===== src/rtl/assert_macros.svh =====
// ---------------------------------------------------------------------------
// Assertion macros
// Clocked assertion helpers for the circle shader RTL.
// ---------------------------------------------------------------------------
`ifndef ASSERT_MACROS_SVH
`define ASSERT_MACROS_SVH

// Property checked at every rising clk edge outside of reset.
`define ASSERT_CLK(lbl, prop, msg) \
    lbl: assert property (@(posedge clk) disable iff (!rst_n) prop) \
        else $error(msg);

// Condition that must never be seen outside of reset.
`define ASSERT_NEVER(lbl, cond, msg) \
    `ASSERT_CLK(lbl, !(cond), msg)

`endif


===== src/rtl/cfsps_pkg.sv =====
// ---------------------------------------------------------------------------
// Circle shader package
// Register widths, register indexes, region codes and the color blend.
// ---------------------------------------------------------------------------
package cfsps_pkg;

    localparam int CENTER_W  = 14;
    localparam int RADIUS_W  = 12;
    localparam int STROKE_W  = 8;
    localparam int COLOR_W   = 24;
    localparam int OPACITY_W = 9;
    localparam int CFG_IDX_W = 3;
    localparam int RSQ_W     = 2 * RADIUS_W;
    localparam int OUTER_W   = RADIUS_W + 1;
    localparam int OSQ_W     = 2 * OUTER_W;

    localparam logic [CFG_IDX_W-1:0] CFG_CTR_COL    = 3'd0;
    localparam logic [CFG_IDX_W-1:0] CFG_CTR_ROW    = 3'd1;
    localparam logic [CFG_IDX_W-1:0] CFG_RADIUS     = 3'd2;
    localparam logic [CFG_IDX_W-1:0] CFG_RING_WIDTH = 3'd3;
    localparam logic [CFG_IDX_W-1:0] CFG_FILL_RGB   = 3'd4;
    localparam logic [CFG_IDX_W-1:0] CFG_RING_RGB   = 3'd5;
    localparam logic [CFG_IDX_W-1:0] CFG_OPACITY    = 3'd6;

    localparam logic [1:0] REGION_NONE   = 2'd0;
    localparam logic [1:0] REGION_FILL   = 2'd1;
    localparam logic [1:0] REGION_STROKE = 2'd2;

    localparam logic [OPACITY_W-1:0] OPACITY_FULL = 9'd256;
    localparam logic [7:0]           CH_MAX       = 8'hFF;

    typedef struct packed {
        logic signed [CENTER_W-1:0] ctr_col;
        logic signed [CENTER_W-1:0] ctr_row;
        logic [RADIUS_W-1:0]        radius;
        logic [STROKE_W-1:0]        ring_width;
        logic [COLOR_W-1:0]         fill_rgb;
        logic [COLOR_W-1:0]         ring_rgb;
        logic [OPACITY_W-1:0]       opacity;
    } cfg_t;

    // Classified pixel: region code and the raw color picked for it.
    typedef struct packed {
        logic [1:0]         region;
        logic [COLOR_W-1:0] color;
    } class_t;

    // Truncating blend of one 8-bit channel toward white, op below 256.
    function automatic logic [7:0] blend_chan(input logic [7:0] c, input logic [7:0] op);
        logic [8:0]  inv;
        logic [16:0] sum;
        inv = OPACITY_FULL - {1'b0, op};
        sum = 17'(CH_MAX) * 17'(inv) + 17'(c) * 17'(op);
        return sum[15:8];
    endfunction

endpackage


===== src/rtl/circle_fill_stroke_pixel_shader.sv =====
// Throughput: one pixel per cycle while out_stall is low; four register stages
// (offsets, squares, distance compare, color blend) each hold one word, and a
// stage advances when it is empty or the next one advances.
// Reset clears all stage valid bits and sets the registers to their defaults:
// center, radius, stroke and colors zero, opacity fully opaque (256).
// ---------------------------------------------------------------------------
// Circle fill and stroke pixel shader
// Classifies each pixel against a circle and its ring and returns its color.
// ---------------------------------------------------------------------------
`include "assert_macros.svh"

module circle_fill_stroke_pixel_shader
    import cfsps_pkg::*;
#(
    parameter int COORD_BITS = 12
)
(
    input  logic                  clk,
    input  logic                  rst_n,
    input  logic                  cfg_write,
    input  logic [CFG_IDX_W-1:0]  cfg_index,
    input  logic [COLOR_W-1:0]    cfg_data,
    input  logic                  in_valid,
    output logic                  in_stall,
    input  logic [COORD_BITS-1:0] pixel_x,
    input  logic [COORD_BITS-1:0] pixel_y,
    output logic                  out_valid,
    input  logic                  out_stall,
    output logic [1:0]            region,
    output logic                  paint,
    output logic [COLOR_W-1:0]    pixel_color
);

    cfg_t   cfg_reg;
    logic   cls_valid;
    logic   cls_stall;
    class_t cls;
    logic   out_blank;
    logic   out_ring;
    logic   opaque_fill;
    logic   ring_on;

    always_ff @(posedge clk or negedge rst_n)
    begin
        if (!rst_n)
        begin
            cfg_reg <= '{ctr_col: '0, ctr_row: '0, radius: '0, ring_width: '0,
                         fill_rgb: '0, ring_rgb: '0, opacity: OPACITY_FULL};
        end
        else if (cfg_write)
        begin
            unique case (cfg_index)
                CFG_CTR_COL:    cfg_reg.ctr_col    <= $signed(cfg_data[CENTER_W-1:0]);
                CFG_CTR_ROW:    cfg_reg.ctr_row    <= $signed(cfg_data[CENTER_W-1:0]);
                CFG_RADIUS:     cfg_reg.radius     <= cfg_data[RADIUS_W-1:0];
                CFG_RING_WIDTH: cfg_reg.ring_width <= cfg_data[STROKE_W-1:0];
                CFG_FILL_RGB:   cfg_reg.fill_rgb   <= cfg_data;
                CFG_RING_RGB:   cfg_reg.ring_rgb   <= cfg_data;
                CFG_OPACITY:    cfg_reg.opacity    <= cfg_data[OPACITY_W-1:0];
                default:        ;
            endcase
        end
    end

    cfsps_geom #(
        .COORD_BITS (COORD_BITS)
    ) u_geom (
        .clk       (clk),
        .rst_n     (rst_n),
        .cfg       (cfg_reg),
        .in_valid  (in_valid),
        .in_stall  (in_stall),
        .pixel_x   (pixel_x),
        .pixel_y   (pixel_y),
        .cls_valid (cls_valid),
        .cls_stall (cls_stall),
        .cls       (cls)
    );

    cfsps_blend u_blend (
        .clk         (clk),
        .rst_n       (rst_n),
        .cfg         (cfg_reg),
        .cls_valid   (cls_valid),
        .cls_stall   (cls_stall),
        .cls         (cls),
        .out_valid   (out_valid),
        .out_stall   (out_stall),
        .region      (region),
        .pixel_color (pixel_color)
    );

    assign paint = (region != REGION_NONE);

    assign out_blank   = out_valid && (region == REGION_NONE);
    assign out_ring    = out_valid && (region == REGION_STROKE);
    assign opaque_fill = out_valid && (region == REGION_FILL) && cfg_reg.opacity[OPACITY_W-1];
    assign ring_on     = (cfg_reg.ring_width != '0) && (cfg_reg.ring_rgb != '0);

    `ASSERT_CLK(a_blank_color, out_blank |-> (pixel_color == '0), "untouched word has a color")
    `ASSERT_CLK(a_ring_enabled, out_ring |-> ring_on, "ring word while ring is off")
    `ASSERT_CLK(a_opaque, opaque_fill |-> (pixel_color == cfg_reg.fill_rgb), "opaque fill altered")

endmodule


===== src/rtl/cfsps_geom.sv =====
// ---------------------------------------------------------------------------
// Circle shader geometry stages
// Three register stages: offsets, squares, then distance compare and region.
// ---------------------------------------------------------------------------
module cfsps_geom
    import cfsps_pkg::*;
#(
    parameter int COORD_BITS = 12
)
(
    input  logic                  clk,
    input  logic                  rst_n,
    input  cfg_t                  cfg,
    input  logic                  in_valid,
    output logic                  in_stall,
    input  logic [COORD_BITS-1:0] pixel_x,
    input  logic [COORD_BITS-1:0] pixel_y,
    output logic                  cls_valid,
    input  logic                  cls_stall,
    output class_t                cls
);

    localparam int DX_W = ((COORD_BITS + 1 > CENTER_W) ? COORD_BITS + 1 : CENTER_W) + 1;
    localparam int AB_W = DX_W - 1;
    localparam int SQ_W = 2 * AB_W;
    localparam int D2_W = SQ_W + 1;

    logic adv1, adv2, adv3;
    logic v1_reg, v2_reg, v3_reg;

    logic signed [DX_W-1:0] dx, dy;
    logic [OUTER_W-1:0]     outer;
    logic [AB_W-1:0]        ax_reg, ay_reg;
    logic [RSQ_W-1:0]       rsq1_reg, rsq2_reg;
    logic [OSQ_W-1:0]       osq1_reg, osq2_reg;
    logic [SQ_W-1:0]        sqx_reg, sqy_reg;
    logic [D2_W-1:0]        d2;
    logic                   stroke_on;
    class_t                 cls_next, cls_reg;

    // Each stage moves when its register is empty or the next one moves.
    assign adv3     = !v3_reg || !cls_stall;
    assign adv2     = !v2_reg || adv3;
    assign adv1     = !v1_reg || adv2;
    assign in_stall = !adv1;

    always_comb
    begin
        dx = $signed({{(DX_W - COORD_BITS){1'b0}}, pixel_x})
           - $signed({{(DX_W - CENTER_W){cfg.ctr_col[CENTER_W-1]}}, cfg.ctr_col});
        dy = $signed({{(DX_W - COORD_BITS){1'b0}}, pixel_y})
           - $signed({{(DX_W - CENTER_W){cfg.ctr_row[CENTER_W-1]}}, cfg.ctr_row});
        outer = {1'b0, cfg.radius} + OUTER_W'(cfg.ring_width);
    end

    always_comb
    begin
        d2        = D2_W'(sqx_reg) + D2_W'(sqy_reg);
        stroke_on = (cfg.ring_width != '0) && (cfg.ring_rgb != '0);
        cls_next  = '{region: REGION_NONE, color: '0};
        if (d2 <= D2_W'(rsq2_reg))
        begin
            cls_next = '{region: REGION_FILL, color: cfg.fill_rgb};
        end
        else if (stroke_on && d2 <= D2_W'(osq2_reg))
        begin
            cls_next = '{region: REGION_STROKE, color: cfg.ring_rgb};
        end
    end

    always_ff @(posedge clk or negedge rst_n)
    begin
        if (!rst_n)
        begin
            v1_reg <= 1'b0;
            v2_reg <= 1'b0;
            v3_reg <= 1'b0;
        end
        else
        begin
            if (adv1)
            begin
                v1_reg <= in_valid;
            end
            if (adv2)
            begin
                v2_reg <= v1_reg;
            end
            if (adv3)
            begin
                v3_reg <= v2_reg;
            end
        end
    end

    always_ff @(posedge clk)
    begin
        if (adv1 && in_valid)
        begin
            ax_reg   <= dx[DX_W-1] ? AB_W'(-dx) : AB_W'(dx);
            ay_reg   <= dy[DX_W-1] ? AB_W'(-dy) : AB_W'(dy);
            rsq1_reg <= RSQ_W'(cfg.radius) * RSQ_W'(cfg.radius);
            osq1_reg <= OSQ_W'(outer) * OSQ_W'(outer);
        end
        if (adv2 && v1_reg)
        begin
            sqx_reg  <= SQ_W'(ax_reg) * SQ_W'(ax_reg);
            sqy_reg  <= SQ_W'(ay_reg) * SQ_W'(ay_reg);
            rsq2_reg <= rsq1_reg;
            osq2_reg <= osq1_reg;
        end
        if (adv3 && v2_reg)
        begin
            cls_reg <= cls_next;
        end
    end

    assign cls_valid = v3_reg;
    assign cls       = cls_reg;

endmodule


===== src/rtl/cfsps_blend.sv =====
// ---------------------------------------------------------------------------
// Circle shader blend stage
// Blends the chosen color toward white by opacity into the output register.
// ---------------------------------------------------------------------------
module cfsps_blend
    import cfsps_pkg::*;
(
    input  logic               clk,
    input  logic               rst_n,
    input  cfg_t               cfg,
    input  logic               cls_valid,
    output logic               cls_stall,
    input  class_t             cls,
    output logic               out_valid,
    input  logic               out_stall,
    output logic [1:0]         region,
    output logic [COLOR_W-1:0] pixel_color
);

    logic               adv;
    logic               v_reg;
    logic [COLOR_W-1:0] color_next, color_reg;
    logic [1:0]         region_reg;

    assign adv       = !v_reg || !out_stall;
    assign cls_stall = !adv;

    always_comb
    begin
        if (cls.region == REGION_NONE)
        begin
            color_next = '0;
        end
        else if (cfg.opacity[OPACITY_W-1])
        begin
            // Opacity of 256 or more passes the color as it is.
            color_next = cls.color;
        end
        else
        begin
            color_next = {blend_chan(cls.color[23:16], cfg.opacity[7:0]),
                          blend_chan(cls.color[15:8],  cfg.opacity[7:0]),
                          blend_chan(cls.color[7:0],   cfg.opacity[7:0])};
        end
    end

    always_ff @(posedge clk or negedge rst_n)
    begin
        if (!rst_n)
        begin
            v_reg <= 1'b0;
        end
        else if (adv)
        begin
            v_reg <= cls_valid;
        end
    end

    always_ff @(posedge clk)
    begin
        if (adv && cls_valid)
        begin
            region_reg <= cls.region;
            color_reg  <= color_next;
        end
    end

    assign out_valid   = v_reg;
    assign region      = region_reg;
    assign pixel_color = color_reg;

endmodule

===== config.mk =====
export PLATFORM = sky130hd
export DESIGN_NAME = circle_fill_stroke_pixel_shader
export DESIGN_NICKNAME = d
export VERILOG_FILES = /design/src/rtl/cfsps_pkg.sv /design/src/rtl/circle_fill_stroke_pixel_shader.sv /design/src/rtl/cfsps_geom.sv /design/src/rtl/cfsps_blend.sv
export VERILOG_INCLUDE_DIRS = /design/src /design/src/rtl
export SDC_FILE = /design/constraint.sdc
export NUM_CORES = 2
export LEC_CHECK = 0
export BUFFER_PORTS_ARGS = -buffer_cell sky130_fd_sc_hd__buf_2
export CAP_MARGIN = 20
export CORE_UTILIZATION = 60
export DETAILED_ROUTE_END_ITERATION = 7
export PLACE_DENSITY = 0.77
export SYNTH_ARGS = -nofsm -noshare
export SYNTH_HDL_FRONTEND = slang
export SYNTH_SLANG_ARGS = --single-unit

===== constraint.sdc =====
create_clock -name clk -period 23.9 [get_ports clk]
set_input_delay 4.78 -clock clk [delete_from_list [all_inputs] [get_ports clk]]
set_output_delay 4.78 -clock clk [all_outputs]
set_load 0.05 [all_outputs]

==> summary.md <==
| Metric | Value |
|---|---|
| Outcome | finished with violations |
| Failing checks | antenna violations |
| Adder-cell area share of the yosys netlist | 0.424 |
| Critical path startpoint category | input pin |
| Critical Path End Type | output pin |
| Setup Fix Bufs, Post-CTS | 0 |
| Synth area leaders | fa_1 27%, edfxtp_1 16%, ha_1 15% |
| Gr usage total | 0.276 |
| Clock slew seen by the registers of the worst setup and hold paths | 60 ps |
| Cells on worst reg2reg path | 27 |
| RSZ-0062 raised after global routing | no |
| I/O pin count | 85 |
| Max_slew headroom | 0.281 |
| Main flop type after synthesis | edfxtp_1 |
| Hold-fix buffers, CTS | 0 |
| Pin slew with the least headroom to its limit | 1080 ps |
| Max FFs per register | 105 |
| Detailed Place HPWL | 76.6 mm |
| WL/cell | 18.2 um |
| Area grow syn2layout | 6.44% |
| Largest net degree at the start of global routing | 77 |
| Mux share of post-synthesis cell area | 0.0235 |
| First-pass detailed-route iteration total | 6 |
| Row count | 98 |
| Synth warn | 0 |
| Number of distinct library cells after synthesis | 93 |
| Synth Area in Simple Gates | 0.118 |
| Worst Clk Skew | 42.3 ps |
| Vias in the first global route | 31300 |
| Post-Layout Cell Count | 5371 |
| Synth Area in XOR/XNOR | 0.0488 |
| Largest area contributor in the netlist | fa_1 |
| Clock Latency Late Sink | 600 ps |
| Mean Syn Cell Area | 10.0 um^2 |
| Max-slew violation count | 0 |
| Clock sink total | 339 |
| Data arrival, critical path | 5730 ps |
| Final-stage net count | 5563 |
| Clock buffer count from CTS | 40 |
| Port Buffers | 84 |
| Fill count | 5657 |
| Area share of the largest cell type after synthesis | 0.271 |
| Post-synth EDFFs | 230 |
| GPL Wtd Cong | 0.895 |
| Post-synthesis sequential area ratio | 0.221 |
| H-tree depth | 2 |
| Final Critical Period | 10510 ps |
| Antenna violations before repair | 6 |
| Largest family of logic cells by synthesized area | adder cells |
| Mapped Cells | 4349 |
| Mapped Area | 43600 um^2 |
| Die height | 272 um |
| Number of synthesized register bits | 339 |
| Global-route wire length before repair | 161 mm |
| Hold path cells | 0 |
| Ratio of cells with drive above 1 in the final layout | 0.0668 |
| Initial core utilization | 0.608 |
| CTS tree | done |
| Asr flop ratio synth | 0.322 |
| Placed Cells | 5291 |
| DR iter-0 viols | 1777 |
| CP Class | input pin to output pin |
| CTS Buffer Depth | 3 |
| Antenna Nets Post-Route | 1 |
| Die Area | 73800 um^2 |
| Final worst path period share | 0.440 |
| Finish-stage setup viols | 0 |
| Max Fclk | 0.0951 GHz |
| Clock Root Buffer | clkbuf_16 |
| Post-route DRC | 0 |
| CORE AREA | 71700 um^2 |
| Max_cap viols | 0 |
| Setup TNS | 0 ps |
| Total grt overflow | 0 |
| Fin. Hold Viols | 0 |
| Via density | 5.54 |
| Synth Area in Compound Gates | 0.0753 |
| Vias | 29800 |
| Critical Path RT | 19120 ps |
| CP max FO | 4 |
| Hold Crit Class | flop to flop |
| Number of gates resized after CTS | 0 |
| Final wirelength | 97.6 mm |
| Die width | 272 um |
path summary, 6_finish.rpt:
path	slack, ps	start	to
setup / recovery	13390	out_stall	in_stall
hold / removal	390	u_geom.osq1_reg[9]	u_geom.osq2_reg[9]
setup reg to reg	14360	cfg_reg[1]	u_blend.pixel_color[7]
hold reg to reg	390	u_geom.osq1_reg[9]	u_geom.osq2_reg[9]
max in group asynchronous	18320	rst_n	cfg_reg[94]
min in group asynchronous	4260	rst_n	cfg_reg[55]
logic make-up after synthesis:
group | Yosys count
fa+ha+maj | 1124
buf+inv | 1034
simple gates | 1017
compound gates | 504
flops | 339
xor+xnor | 239
mux | 91
other cells | 1
cells in the mapped netlist (all sizes together), types with 32 or more instances:
| cell type | count |
|---|---|
| a21o | 72 |
| a21oi | 160 |
| and2 | 263 |
| clkbuf | 95 |
| dfrtp | 108 |
| edfxtp | 230 |
| fa | 591 |
| ha | 533 |
| inv | 922 |
| mux2 | 83 |
| nand2 | 300 |
| nand2b | 32 |
| nand3 | 32 |
| nor2 | 203 |
| nor2b | 38 |
| nor3 | 39 |
| o21ai | 102 |
| xnor2 | 148 |
| xor2 | 89 |
critical path, cell delays in order:
cell     delay, ps
buf_2          110
and3_1         250
nand3_1        170
inv_1          140
buf_2          280
layout make-up:
type                            count  area (um^2)  share of cell area
Antenna cell                        6         15.0            0.000323
Tap cell                          950         1190              0.0256
Multi-Input combinational cell   2978        30100               0.649
Inverter                          926         3480              0.0748
Clock buffer                       50         1090              0.0235
Timing Repair Buffer               98          528              0.0114
Sequential cell                   339         9640               0.207
Clock inverter                     24          378             0.00814
layer usage:
metal | wire length, um | vias up | share of wire | global-route usage
met4 | 3190 | 4 | 0.033 | 0.0852
met5 | 27 | - | 0.00028 | 0
met3 | 5710 | 185 | 0.058 | 0.0398
met1 | 42100 | 14800 | 0.43 | 0.371
met2 | 46600 | 763 | 0.48 | 0.463
li1 | - | 14000 | - | -
stage by stage:
| stage | hold slack [ps] | utilization | cell area, um^2 | setup WS [ps] |
|---|---|---|---|---|
| floorplan | 400 | - | 43600 | 13730 |
| global placement | 401 | 0.627 | 45000 | 13400 |
| detailed placement | 405 | 0.627 | 45000 | 13400 |
| CTS | 389 | 0.647 | 46400 | 13390 |
| global route | 407 | 0.647 | 46400 | 13340 |
| finish | 389 | 0.648 | 46400 | 13390 |
layout by cell type (no fill, tap or decap), types with 9 or more instances in the layout:
master	instances
inv_1	919
fa_1	591
ha_1	533
nand2_1	300
and2_1	260
edfxtp_1	230
nor2_1	201
a21oi_1	157
xnor2_1	148
dfrtp_1	108
xor2_1	88
buf_2	83
o21ai_0	82
mux2_2	82
a21o_1	72
clkbuf_16	41
nor2b_1	37
nor3_1	35
nand3_1	32
nand2b_1	32
a22o_1	24
o21a_1	22
o21bai_1	22
nand4_1	20
o21ai_1	20
and3_1	20
nor4_1	16
buf_4	15
a31oi_1	14
a211oi_1	10
or2_2	10
or3_1	10
a311oi_1	9
Power is not shown: default switching activity piles up to over one toggle a cycle in this logic, so the estimate is an artifact.
